<file path="config.mk">
export PLATFORM = sky130hd
export DESIGN_NAME = char_lcd_bus_sequencer_top
export DESIGN_NICKNAME = d
export VERILOG_FILES = /design/src/lcd_seq_pkg.sv /design/src/lcd_seq_in_stage.sv /design/src/lcd_seq_core.sv /design/src/char_lcd_bus_sequencer_top.sv
export SDC_FILE = /design/constraint.sdc
export NUM_CORES = 1
export LEC_CHECK = 0
export BUFFER_PORTS_ARGS = -buffer_cell sky130_fd_sc_hd__buf_4
export CAP_MARGIN = 20
export CORE_MARGIN = 2
export CORE_UTILIZATION = 25
export DETAILED_ROUTE_END_ITERATION = 7
export HOLD_SLACK_MARGIN = 0.08
export PLACE_DENSITY = 0.42
export SETUP_SLACK_MARGIN = 0.2
export SYNTH_ARGS = -nofsm -noshare
export SYNTH_HDL_FRONTEND = slang
export SYNTH_SLANG_ARGS = --single-unit
</file>
<file path="constraint.sdc">
create_clock -name clock -period 7.2 [get_ports clock]
set_input_delay 0.36 -clock clock [delete_from_list [all_inputs] [get_ports clock]]
set_output_delay 0.36 -clock clock [all_outputs]
set_load 0.1 [all_outputs]
</file>
<file path="src/lcd_seq_pkg.sv">
// -----------------------------------------------------------------------------
// lcd_seq_pkg
// Shared types and constants of the character LCD bus sequencer.
// -----------------------------------------------------------------------------
package lcd_seq_pkg;

   // request codes
   localparam logic [1:0] CMD_TICK  = 2'd0;
   localparam logic [1:0] CMD_SEND  = 2'd1;
   localparam logic [1:0] CMD_WRITE = 2'd2;
   localparam logic [1:0] CMD_MOVE  = 2'd3;

   // timing in 250 ns units
   localparam logic [15:0] CPQ_RESET          = 16'd42;
   localparam logic [27:0] POLL_QUARTERS      = 28'd2;
   localparam logic [27:0] WAIT_QUARTERS      = 28'd32;
   localparam logic [27:0] STROBE_QUARTERS    = 28'd1;
   localparam logic [27:0] MS_QUARTERS        = 28'd4000;
   localparam logic [27:0] POST_CHAR_QUARTERS = 28'd172;
   localparam logic [27:0] POST_MOVE_QUARTERS = 28'd156;

   // display address bits
   localparam logic [7:0] SET_ADDR_BASE = 8'h80;
   localparam logic [7:0] LINE2_OFFSET  = 8'h40;
   localparam int         BUSY_BIT      = 7;

   // decoded request held in the input register
   typedef struct packed {
      logic [1:0]  cmd;
      logic [7:0]  send_byte;
      logic        data_select;
      logic [27:0] post_quarters;
      logic        move_bad;
      logic [7:0]  bus;
   } req_dec_type;

   // one result item
   typedef struct packed {
      logic       lcd_enable;
      logic       lcd_reg_select;
      logic       lcd_read_write;
      logic [7:0] lcd_data_out;
      logic       data_drive;
      logic       ready_res;
      logic       rejected;
   } result_type;

endpackage

</file>
<file path="src/lcd_seq_in_stage.sv">
// -----------------------------------------------------------------------------
// lcd_seq_in_stage
// Input register: decodes a request into byte, register select and post delay.
// -----------------------------------------------------------------------------
module lcd_seq_in_stage #(
   parameter int LINE_WIDTH = 20
) (
   input  logic                     clock,
   input  logic                     reset,
   input  logic                     req_valid,
   output logic                     req_stall,
   input  logic [1:0]               req_cmd,
   input  logic [7:0]               req_byte_value,
   input  logic [15:0]              req_delay_amount,
   input  logic                     req_delay_in_us,
   input  logic [7:0]               req_position,
   input  logic [1:0]               req_line_number,
   input  logic [7:0]               req_bus_in,
   input  logic                     take,
   output logic                     dec_valid,
   output lcd_seq_pkg::req_dec_type dec
);

   logic                     dec_valid_ff, dec_valid_in;
   lcd_seq_pkg::req_dec_type dec_ff, dec_in;
   logic                     accept;
   logic [7:0]               move_addr;
   logic [27:0]              cmd_post;

   // hold while the stage is full and cannot hand its item on
   assign req_stall = dec_valid_ff && !take;
   assign accept    = req_valid && !req_stall;

   // decode request fields
   always_comb begin
      move_addr = req_position - 8'd1;
      if (req_line_number == 2'd2) begin
         move_addr = move_addr + lcd_seq_pkg::LINE2_OFFSET;
      end
      if (req_delay_in_us) begin
         cmd_post = {10'd0, req_delay_amount, 2'b00};
      end else begin
         cmd_post = 28'(req_delay_amount) * lcd_seq_pkg::MS_QUARTERS;
      end

      dec_in.cmd         = req_cmd;
      dec_in.bus         = req_bus_in;
      dec_in.move_bad    = (req_position == 8'd0) || (req_position > 8'(LINE_WIDTH)) ||
                           (req_line_number != 2'd1 && req_line_number != 2'd2);
      dec_in.send_byte   = req_byte_value;
      dec_in.data_select = 1'b0;
      dec_in.post_quarters = cmd_post;
      case (req_cmd)
         lcd_seq_pkg::CMD_WRITE: begin
            dec_in.data_select   = 1'b1;
            dec_in.post_quarters = lcd_seq_pkg::POST_CHAR_QUARTERS;
         end
         lcd_seq_pkg::CMD_MOVE: begin
            dec_in.send_byte     = lcd_seq_pkg::SET_ADDR_BASE | move_addr;
            dec_in.post_quarters = lcd_seq_pkg::POST_MOVE_QUARTERS;
         end
         default: begin
         end
      endcase
   end

   // advance the stage
   always_comb begin
      if (accept) begin
         dec_valid_in = 1'b1;
      end else if (take) begin
         dec_valid_in = 1'b0;
      end else begin
         dec_valid_in = dec_valid_ff;
      end
   end

   always_ff @(posedge clock) begin
      if (reset) begin
         dec_valid_ff <= 1'b0;
      end else begin
         dec_valid_ff <= dec_valid_in;
      end
      if (accept) begin
         dec_ff <= dec_in;
      end
   end

   assign dec_valid = dec_valid_ff;
   assign dec       = dec_ff;

endmodule

</file>
<file path="src/lcd_seq_core.sv">
// -----------------------------------------------------------------------------
// lcd_seq_core
// Bus sequencer state, timing counters, pin levels and the result register.
// -----------------------------------------------------------------------------
module lcd_seq_core (
   input  logic                     clock,
   input  logic                     reset,
   input  logic                     csr_wr_en,
   input  logic [15:0]              csr_wr_data,
   input  logic                     dec_valid,
   input  lcd_seq_pkg::req_dec_type dec,
   output logic                     take,
   output logic                     rsp_valid,
   input  logic                     rsp_stall,
   output lcd_seq_pkg::result_type  result
);

   typedef enum logic [2:0] {
      PH_IDLE, PH_POLL, PH_WAIT, PH_STROBE, PH_POST
   } phase_type;

   phase_type               phase_ff, phase_in;
   logic [15:0]             cpq_ff, cpq_in;
   logic [15:0]             clock_count_ff, clock_count_in;
   logic [27:0]             quarter_count_ff, quarter_count_in;
   logic [27:0]             post_quarters_ff, post_quarters_in;
   logic [7:0]              pending_byte_ff, pending_byte_in;
   logic                    pending_sel_ff, pending_sel_in;
   logic                    pin_e_ff, pin_e_in;
   logic                    pin_rs_ff, pin_rs_in;
   logic                    pin_rw_ff, pin_rw_in;
   logic                    pin_drive_ff, pin_drive_in;
   logic [7:0]              pin_data_ff, pin_data_in;
   logic                    rsp_valid_ff, rsp_valid_in;
   lcd_seq_pkg::result_type result_ff, result_in;
   logic [15:0]             cpq_eff;
   logic [15:0]             clock_next;
   logic [27:0]             quarter_next;
   logic                    rej;

   // the result register takes a transfer when empty or being drained
   assign take = dec_valid && (!rsp_valid_ff || !rsp_stall);

   assign cpq_in = csr_wr_en ? csr_wr_data : cpq_ff;

   // next state for the item in the input register
   always_comb begin
      phase_in         = phase_ff;
      clock_count_in   = clock_count_ff;
      quarter_count_in = quarter_count_ff;
      post_quarters_in = post_quarters_ff;
      pending_byte_in  = pending_byte_ff;
      pending_sel_in   = pending_sel_ff;
      pin_e_in         = pin_e_ff;
      pin_rs_in        = pin_rs_ff;
      pin_rw_in        = pin_rw_ff;
      pin_drive_in     = pin_drive_ff;
      pin_data_in      = pin_data_ff;
      rej              = 1'b0;
      cpq_eff          = (cpq_ff == 16'd0) ? 16'd1 : cpq_ff;
      clock_next       = clock_count_ff + 16'd1;
      quarter_next     = quarter_count_ff + 28'd1;

      if (dec.cmd == lcd_seq_pkg::CMD_TICK) begin
         if (phase_ff != PH_IDLE) begin
            clock_count_in = clock_next;
            if (clock_next >= cpq_eff) begin
               // end of one quarter
               clock_count_in   = 16'd0;
               quarter_count_in = quarter_next;
               case (phase_ff)
                  PH_POLL: begin
                     if (quarter_next >= lcd_seq_pkg::POLL_QUARTERS) begin
                        quarter_count_in = 28'd0;
                        if (!dec.bus[lcd_seq_pkg::BUSY_BIT]) begin
                           phase_in = PH_WAIT;
                           pin_e_in = 1'b0;
                        end
                     end
                  end
                  PH_WAIT: begin
                     if (quarter_next >= lcd_seq_pkg::WAIT_QUARTERS) begin
                        quarter_count_in = 28'd0;
                        phase_in         = PH_STROBE;
                        pin_e_in         = 1'b1;
                        pin_rs_in        = pending_sel_ff;
                        pin_rw_in        = 1'b0;
                        pin_drive_in     = 1'b1;
                        pin_data_in      = pending_byte_ff;
                     end
                  end
                  PH_STROBE: begin
                     if (quarter_next >= lcd_seq_pkg::STROBE_QUARTERS) begin
                        quarter_count_in = 28'd0;
                        pin_e_in         = 1'b0;
                        phase_in = (post_quarters_ff == 28'd0) ? PH_IDLE : PH_POST;
                     end
                  end
                  PH_POST: begin
                     if (quarter_next >= post_quarters_ff) begin
                        quarter_count_in = 28'd0;
                        phase_in         = PH_IDLE;
                     end
                  end
                  default: begin
                     phase_in = PH_IDLE;
                  end
               endcase
            end
         end
      end else if (phase_ff != PH_IDLE) begin
         rej = 1'b1;
      end else if (dec.cmd == lcd_seq_pkg::CMD_MOVE && dec.move_bad) begin
         rej = 1'b1;
      end else begin
         // start a request with a status poll
         pending_byte_in  = dec.send_byte;
         pending_sel_in   = dec.data_select;
         post_quarters_in = dec.post_quarters;
         clock_count_in   = 16'd0;
         quarter_count_in = 28'd0;
         phase_in         = PH_POLL;
         pin_e_in         = 1'b1;
         pin_rs_in        = 1'b0;
         pin_rw_in        = 1'b1;
         pin_drive_in     = 1'b0;
         pin_data_in      = 8'd0;
      end

      result_in.lcd_enable     = pin_e_in;
      result_in.lcd_reg_select = pin_rs_in;
      result_in.lcd_read_write = pin_rw_in;
      result_in.lcd_data_out   = pin_data_in;
      result_in.data_drive     = pin_drive_in;
      result_in.ready_res      = (phase_in == PH_IDLE);
      result_in.rejected       = rej;
   end

   // drop the result once it is taken
   always_comb begin
      if (take) begin
         rsp_valid_in = 1'b1;
      end else if (!rsp_stall) begin
         rsp_valid_in = 1'b0;
      end else begin
         rsp_valid_in = rsp_valid_ff;
      end
   end

   always_ff @(posedge clock) begin
      if (reset) begin
         phase_ff         <= PH_IDLE;
         cpq_ff           <= lcd_seq_pkg::CPQ_RESET;
         clock_count_ff   <= 16'd0;
         quarter_count_ff <= 28'd0;
         post_quarters_ff <= 28'd0;
         pending_byte_ff  <= 8'd0;
         pending_sel_ff   <= 1'b0;
         pin_e_ff         <= 1'b0;
         pin_rs_ff        <= 1'b0;
         pin_rw_ff        <= 1'b0;
         pin_drive_ff     <= 1'b0;
         pin_data_ff      <= 8'd0;
         rsp_valid_ff     <= 1'b0;
      end else begin
         cpq_ff       <= cpq_in;
         rsp_valid_ff <= rsp_valid_in;
         if (take) begin
            phase_ff         <= phase_in;
            clock_count_ff   <= clock_count_in;
            quarter_count_ff <= quarter_count_in;
            post_quarters_ff <= post_quarters_in;
            pending_byte_ff  <= pending_byte_in;
            pending_sel_ff   <= pending_sel_in;
            pin_e_ff         <= pin_e_in;
            pin_rs_ff        <= pin_rs_in;
            pin_rw_ff        <= pin_rw_in;
            pin_drive_ff     <= pin_drive_in;
            pin_data_ff      <= pin_data_in;
         end
      end
      if (take) begin
         result_ff <= result_in;
      end
   end

   assign rsp_valid = rsp_valid_ff;
   assign result    = result_ff;

endmodule

</file>
<file path="src/char_lcd_bus_sequencer_top.sv">
// Datapath: a request transfer passes the input register, then the result register.
// Throughput: 1 item per cycle unless rsp_stall holds; sequencer state updates once
// per item in a single pass between the input register and the result register.
// Reset: synchronous, active high; sequencer idle, pins low, bus released,
// quarter length back to CPQ_RESET. No clearing pass.
// -----------------------------------------------------------------------------
// char_lcd_bus_sequencer_top
// 8-bit character LCD bus sequencer: status poll, setup wait, strobe, post delay.
// -----------------------------------------------------------------------------
module char_lcd_bus_sequencer_top #(
   parameter int LINE_WIDTH = 20
) (
   input  logic        clock,
   input  logic        reset,
   input  logic        csr_wr_en,
   input  logic [15:0] csr_wr_data,
   input  logic        req_valid,
   output logic        req_stall,
   input  logic [1:0]  req_cmd,
   input  logic [7:0]  req_byte_value,
   input  logic [15:0] req_delay_amount,
   input  logic        req_delay_in_us,
   input  logic [7:0]  req_position,
   input  logic [1:0]  req_line_number,
   input  logic [7:0]  req_bus_in,
   output logic        rsp_valid,
   input  logic        rsp_stall,
   output logic        rsp_lcd_enable,
   output logic        rsp_lcd_reg_select,
   output logic        rsp_lcd_read_write,
   output logic [7:0]  rsp_lcd_data_out,
   output logic        rsp_data_drive,
   output logic        rsp_ready_res,
   output logic        rsp_rejected
);

   logic                     take;
   logic                     dec_valid;
   lcd_seq_pkg::req_dec_type dec;
   lcd_seq_pkg::result_type  result;

   // decode and register requests
   lcd_seq_in_stage #(
      .LINE_WIDTH (LINE_WIDTH)
   ) u_in_stage (
      .clock            (clock),
      .reset            (reset),
      .req_valid        (req_valid),
      .req_stall        (req_stall),
      .req_cmd          (req_cmd),
      .req_byte_value   (req_byte_value),
      .req_delay_amount (req_delay_amount),
      .req_delay_in_us  (req_delay_in_us),
      .req_position     (req_position),
      .req_line_number  (req_line_number),
      .req_bus_in       (req_bus_in),
      .take             (take),
      .dec_valid        (dec_valid),
      .dec              (dec)
   );

   // sequencer and result register
   lcd_seq_core u_core (
      .clock       (clock),
      .reset       (reset),
      .csr_wr_en   (csr_wr_en),
      .csr_wr_data (csr_wr_data),
      .dec_valid   (dec_valid),
      .dec         (dec),
      .take        (take),
      .rsp_valid   (rsp_valid),
      .rsp_stall   (rsp_stall),
      .result      (result)
   );

   assign rsp_lcd_enable     = result.lcd_enable;
   assign rsp_lcd_reg_select = result.lcd_reg_select;
   assign rsp_lcd_read_write = result.lcd_read_write;
   assign rsp_lcd_data_out   = result.lcd_data_out;
   assign rsp_data_drive     = result.data_drive;
   assign rsp_ready_res      = result.ready_res;
   assign rsp_rejected       = result.rejected;

`ifndef ASSERT_OFF
   // bus is never driven during a status read
   a_no_drive_on_read: assert property (@(posedge clock) disable iff (reset)
      rsp_valid && rsp_lcd_read_write |-> !rsp_data_drive)
      else $error("data bus driven while RW reads");

   // an idle sequencer has E low
   a_idle_e_low: assert property (@(posedge clock) disable iff (reset)
      rsp_valid && rsp_ready_res |-> !rsp_lcd_enable)
      else $error("E high while idle");

   // a write strobe always drives the bus
   a_strobe_drives: assert property (@(posedge clock) disable iff (reset)
      rsp_valid && rsp_lcd_enable && !rsp_lcd_read_write |-> rsp_data_drive)
      else $error("write strobe without bus drive");

   // input side stalls only when the result side holds
   a_stall_cause: assert property (@(posedge clock) disable iff (reset)
      req_stall |-> rsp_valid && rsp_stall)
      else $error("input stalled with free result register");
`endif

endmodule

</file>
## After elaboration in Yosys (flattened, before gate mapping)

Cells that the tools add are included.
W data, S select, Z words.

- Add/sub/neg operators: 4
- $mul: 1
- Divide/modulo/power cells: 0
- Order comparisons: 6
- Equality and inequality tests: 15
- Shift-type cells: 0
- Mux-type cells: 77
- Bitwise logic cells: 3
- Reductions and logical operators: 22

Operator list:

| operator | count |
|---|---|
| $mux W28 | 10 |
| $pmux W28 S4 | 1 |
| $mux W16 | 6 |
| $mux W8 | 7 |
| $pmux W28 S2 | 1 |
| $mux W1 | 37 |
| $mux W3 | 11 |
| $add A28 B1 Y28 const B | 1 |
| $ge A28 B1 Y1 const B | 1 |
| $ge A28 B2 Y1 const B | 1 |
| $ge A28 B28 Y1 | 1 |
| $ge A28 B6 Y1 const B | 1 |
| $logic_not A28 Y1 | 1 |
| $mul A16 B7 Y23 const B | 1 |
| $add A16 B1 Y16 const B | 1 |
| $ge A16 B16 Y1 | 1 |
| $logic_not A16 Y1 | 1 |
| $mux W7 | 2 |
| $pmux W3 S4 | 1 |
| $eq A2 B2 Y1 const B | 4 |
| $gt A8 B5 Y1 const B | 1 |
| $logic_not A8 Y1 | 1 |
| $ne A2 B1 Y1 const B | 4 |
| $reduce_and A4 Y1 | 2 |
| other kinds (16) | 30 |

- Flip-flop bits (word level): 176
- Bits in latches: 0
- RAM bits: 0
- ROM bits: 0
- Input bits: 66
- Output and inout port bits: 16
- Word-level logic and storage cells: 156
- Memories kept: 0

## Logic depth before layout (Yosys ltp)

- Depth in word-level cells: 8
- Gate-level depth with buffers: 18

## Hierarchy

A second synthesis with hierarchy kept.

- Cells, all modules: 1339
- Area, all modules: 11940.2 sq um

Modules (own cells, without submodules):

| module | instances | cells an instance | area an instance (sq um) | seq. area each (sq um) |
|---|---|---|---|---|
| lcd_seq_core | 1 | 901 | 7208.2 | 2682.6 |
| lcd_seq_in_stage | 1 | 438 | 4732.0 | 1401.3 |

## Worst setup path before layout

Ideal clock, no wire load.

- Kind: input to register
- From: in req_delay_amount[3]
- To: reg u_in_stage.dec_ff, in the netlist u_in_stage.dec[36] (data pin)
- Arrival: 4719 ps
- Data required time: 6934 ps
- Path slack: 2216 ps
- Cell stages on the path: 17
- Buffers on the path: 1
- Path through: inv_1 fa_1 fa_1 fa_1 fa_1 inv_1 ha_1 clkbuf_1 a211oi_1 nand3_1 o211ai_1 o221ai_1 o31ai_1 a21oi_1 o41ai_1 xnor2_1 nor2_1

RTL lines:

| element | RTL line | text |
|---|---|---|
| from (decl) | char_lcd_bus_sequencer_top.sv:21 | `input logic [15:0] req_delay_amount,` |
| to (signal assigned) | lcd_seq_in_stage.sv:85 | `dec_ff <= dec_in;` |
| to (decl) | lcd_seq_in_stage.sv:25 | `lcd_seq_pkg::req_dec_type dec_ff, dec_in;` |

## Worst setup path in the final report

- From: reg u_core.quarter_count_ff[0]
- To: reg u_core.quarter_count_ff[3]

- Longest elaborated chain between the ends: 7
- Elaborated cells between the ends (all ways): 13
- Classes of those cells: add/sub (1); order compare (4); mux (8)

Ends and longest elaborated chain:

| element | RTL line | text |
|---|---|---|
| from (decl) | lcd_seq_core.sv:25 | `logic [27:0] quarter_count_ff, quarter_count_in;` |
| from (signal assigned) | lcd_seq_core.sv:171 | `quarter_count_ff <= quarter_count_in;` |
| $add A28 B1 Y28 (*) | lcd_seq_core.sv:62 | `quarter_next = quarter_count_ff + 28'd1;` |
| $ge A28 B28 Y1 (tied with other cells) | lcd_seq_core.sv:100 | `if (quarter_next >= post_quarters_ff) begin` |
| $mux W28, on equally long branches | n/a |  |
| $pmux W28 S4 (*) | lcd_seq_core.sv:71 | `case (phase_ff)` |
| $mux W28 (*) | lcd_seq_core.sv:67 | `if (clock_next >= cpq_eff) begin` |
| $mux W28 (*) | lcd_seq_core.sv:65 | `if (phase_ff != PH_IDLE) begin` |
| $mux W28 (*) | lcd_seq_core.sv:64 | `if (dec.cmd == lcd_seq_pkg::CMD_TICK) begin` |

Every way passes the cells marked *; elsewhere a longest branch is shown, timed or not. The select of a mux whose other input is x is not followed.
A chain may end at the register's enable or synchronous reset.

==> flow_metrics.tcl <==
set metrics [dict create \
    rows 79 \
    clkLatencyLatePin_ns 0.45 \
    end_kind "register" \
    leakage_nw 5.56 \
    grt_max_degree 81 \
    wl_met3_um 618 \
    n_antenna_cell 0 \
    cp_max_fo 20 \
    hold_path_class "primary input to register" \
    rr_endpoint "u_core.quarter_count_ff[3]" \
    io_buffers 74 \
    nets 1578 \
    ys_warn_count 0 \
    synth_cell_types 69 \
    place_area_um2 12800 \
    ant_nets 0 \
    final-hold-violation-count 0 \
    async_flop_share 0 \
    cts_tree "yes" \
    drtIter0Drc 423 \
    synthCells 1316 \
    cp_common_cell "nand2_1" \
    grt_pass1_vias 9160 \
    finClkSkew_ns 0.0146 \
    via_count 9038 \
    final_area_um2 13400 \
    required_ns 7.56 \
    cts_max_level 4 \
    met2_wirelength_um 13400 \
    holdPathStages 1 \
    drt_wl_total_um 28600 \
    post-route-min-period_ns 5.34 \
    num_io_pins 82 \
    synth.most_common_cell "nand2_1" \
    drv_slew 0 \
    cp-start-kind "register" \
    finalCritPeriodShare 0.742 \
    cp_slowest_stage_delay_ns 0.67 \
    setup_viol 0 \
    worstRegToRegCells 16 \
    vias_per_cell 4.57 \
    design.core.area_um2 46300 \
    synth-edff-count 53 \
    clock_sinks 165 \
    root_buffer "clkbuf_16" \
    cts_buffer_depth 2 \
    dp_hpwl_um 21700 \
    fp.dieW_um 220 \
    slew_headroom 0.279 \
    avgSynthCellArea_um2 8.85 \
    gr-total-overflow 0 \
    max_cap_viol_count 0 \
    grt_first_pass_wirelength_um 47800 \
    rsz0062_at_grt "false" \
    drive_above_1_share 0.0991 \
    dieHeight_um 220 \
    highest_layer "met4" \
    drt-pass1-iter-count 5 \
    fmax_mhz 187 \
    arrival_ns 5.70 \
    p_total_mw 3.25 \
    avgRoutedWirePerCell_um 14.5 \
    synth_common_cells "nand2_1, inv_1, dfxtp_1" \
    ys_seq_area_frac 0.329 \
    clk_pin_slew_ns 0.08 \
    synthesis.area_um2 11600 \
    rr_startpoint "u_core.quarter_count_ff[0]" \
    max-vdd-ir-drop_mv 0.157 \
    rrSetupSlack_ns 1.86 \
    path_class "register to register" \
    min_to "u_in_stage.dec[46]" \
    synthFlopType "dfxtp_1" \
    crit_slowest_cell "nor4_1" \
    synthTopCellsByArea "dfxtp_1, edfxtp_1, ha_1" \
    outcome "finished clean" \
    yosys.area.top_type "dfxtp_1" \
    drc_errors 0 \
    grt_usage 0.123 \
    start_util 0.252 \
    die-area_um2 48300 \
    areaGrowthSynthToFinish_pct 15.1 \
    cts_resized 0 \
    synth_nets 1535 \
    ys_ff_latch 165 \
    path_cells "nand3_1 -> nor4_4 -> nand2_1 -> nor4_1 -> and3_1 -> xor2_1 -> ha_1 -> and4_1 -> a2111oi_0 -> nand2_1 -> a21oi_1 -> o211ai_1 -> a211oi_4 -> buf_4 -> nand2_4 -> o22ai_1" \
    worstMarginPinSlew_ns 1.08 \
    drt-met1-wl_um 14200 \
    hold_start "req_cmd[0]" \
    antenna_found_initial 0 \
    power.density_nw_per_um2 242 \
    globalplace.congestion 0.791 \
    setup_tns_ns 0 \
    numCtsBuffers 17 \
    synth.top_cell.area_share 0.193 \
]
repair_timing:
item                       CTS  global route
setup endpoints to repair    0             0
setup buffers                0             0
hold buffers                 1             0
hold endpoints to repair     1             0
layer usage:
layer  global-route usage  vias to the layer above
met4               0.0333                        0
met1                0.166                     4287
met5                    0                        -
met3               0.0204                       23
li1                     -                     4649
met2                0.204                       79
flip-flops by register name, summed over array words and instances (netlist names):
register,flops
u_core.rsp_valid,1
u_core.pin_rs_ff,1
u_core.pin_e_ff,1
u_in_stage.dec_valid,1
u_core.pin_drive_ff,1
u_core.quarter_count_ff,28
u_in_stage.dec,39
u_core.pin_rw_ff,1
u_core.result,14
u_core.pin_data_ff,8
u_core.cpq_ff,16
u_core.pending_sel_ff,1
u_core.post_quarters_ff,26
u_core.pending_byte_ff,8
u_core.clock_count_ff,16
u_core.phase_ff,3
cells in the final DEF (no fill, tap or decap), types with 39 or more instances in the layout:
master    Yosys  layout
a21oi_1     100     100
buf_4         5      80
dfxtp_1     112     112
edfxtp_1     53      53
fa_1         54      54
ha_1         99      99
inv_1       158     158
nand2_1     159     159
nand3_1      39      39
nor2_1       82      81
worst max path at each step:
stage               slack [ns]  cells past startpoint                        from                     endpoint
floorplan                 2.22                     17         req_delay_amount[3]           u_in_stage.dec[36]
global placement          1.63                     17         req_delay_amount[3]           u_in_stage.dec[36]
detailed placement        1.57                     17         req_delay_amount[3]           u_in_stage.dec[36]
CTS                       1.87                     16  u_core.quarter_count_ff[4]  u_core.quarter_count_ff[19]
global route              1.31                     16  u_core.quarter_count_ff[4]   u_core.quarter_count_ff[3]
finish                    1.86                     16  u_core.quarter_count_ff[0]   u_core.quarter_count_ff[3]
kinds of logic (layout without fill, tap and decap cells):
group                    after synthesis  after routing  share of synthesized area
AO/OA/AOI/OAI                        267            267                      0.149
adder cells (fa/ha/maj)              153            153                      0.199
multiplexers                          20             20                     0.0173
flip-flops                           165            165                      0.329
buffers and inverters                217            273                     0.0724
AND/OR/NAND/NOR                      426            426                      0.178
XOR/XNOR                              68             68                     0.0547
report_power, final:
part           internal (mW)  leakage [nW]  switching [mW]  total (mW)
registers               1.04          1.43          0.0292        1.06
logic                  0.512          3.83           0.721        1.23
clock network          0.501         0.297           0.449       0.950
total                   2.05          5.56            1.20        3.25
stage by stage:
| stage | worst slack, ns | hold slack (ns) | instances | util |
|---|---|---|---|---|
| 2_1_floorplan | 2.22 | 0.443 | 1316 | - |
| 3_3_place_gp | 1.63 | 0.453 | 1946 | 0.276 |
| 3_5_place_dp | 1.57 | 0.460 | 1946 | 0.276 |
| 4_1_cts | 1.87 | 0.105 | 1979 | 0.290 |
| 5_1_grt | 1.31 | 0.112 | 1979 | 0.290 |
| 6_report | 1.86 | 0.131 | 1979 | 0.290 |
worst max-delay path: cells and delay by family, from the launching register on:
kind / cells / cell delay (ns)
AOI/OAI and AO/OA: 5 / 1.32
xor gates and xnor gates: 1 / 0.23
adders and majority gates: 1 / 0.28
buffers and inverters: 1 / 0.33
DFF: 1 / 0.48
and+or+nand+nor: 8 / 2.63
cell type report:
cell class / instances / area [um^2]
clock buffer: 18 / 429
clock inverter: 14 / 181
fill: 4980 / 32900
inverter: 160 / 601
multi-input combinational: 934 / 6990
sequential: 165 / 3830
tap: 607 / 759
timing repair buffer: 81 / 611
(Power assumes the default switching activity.)
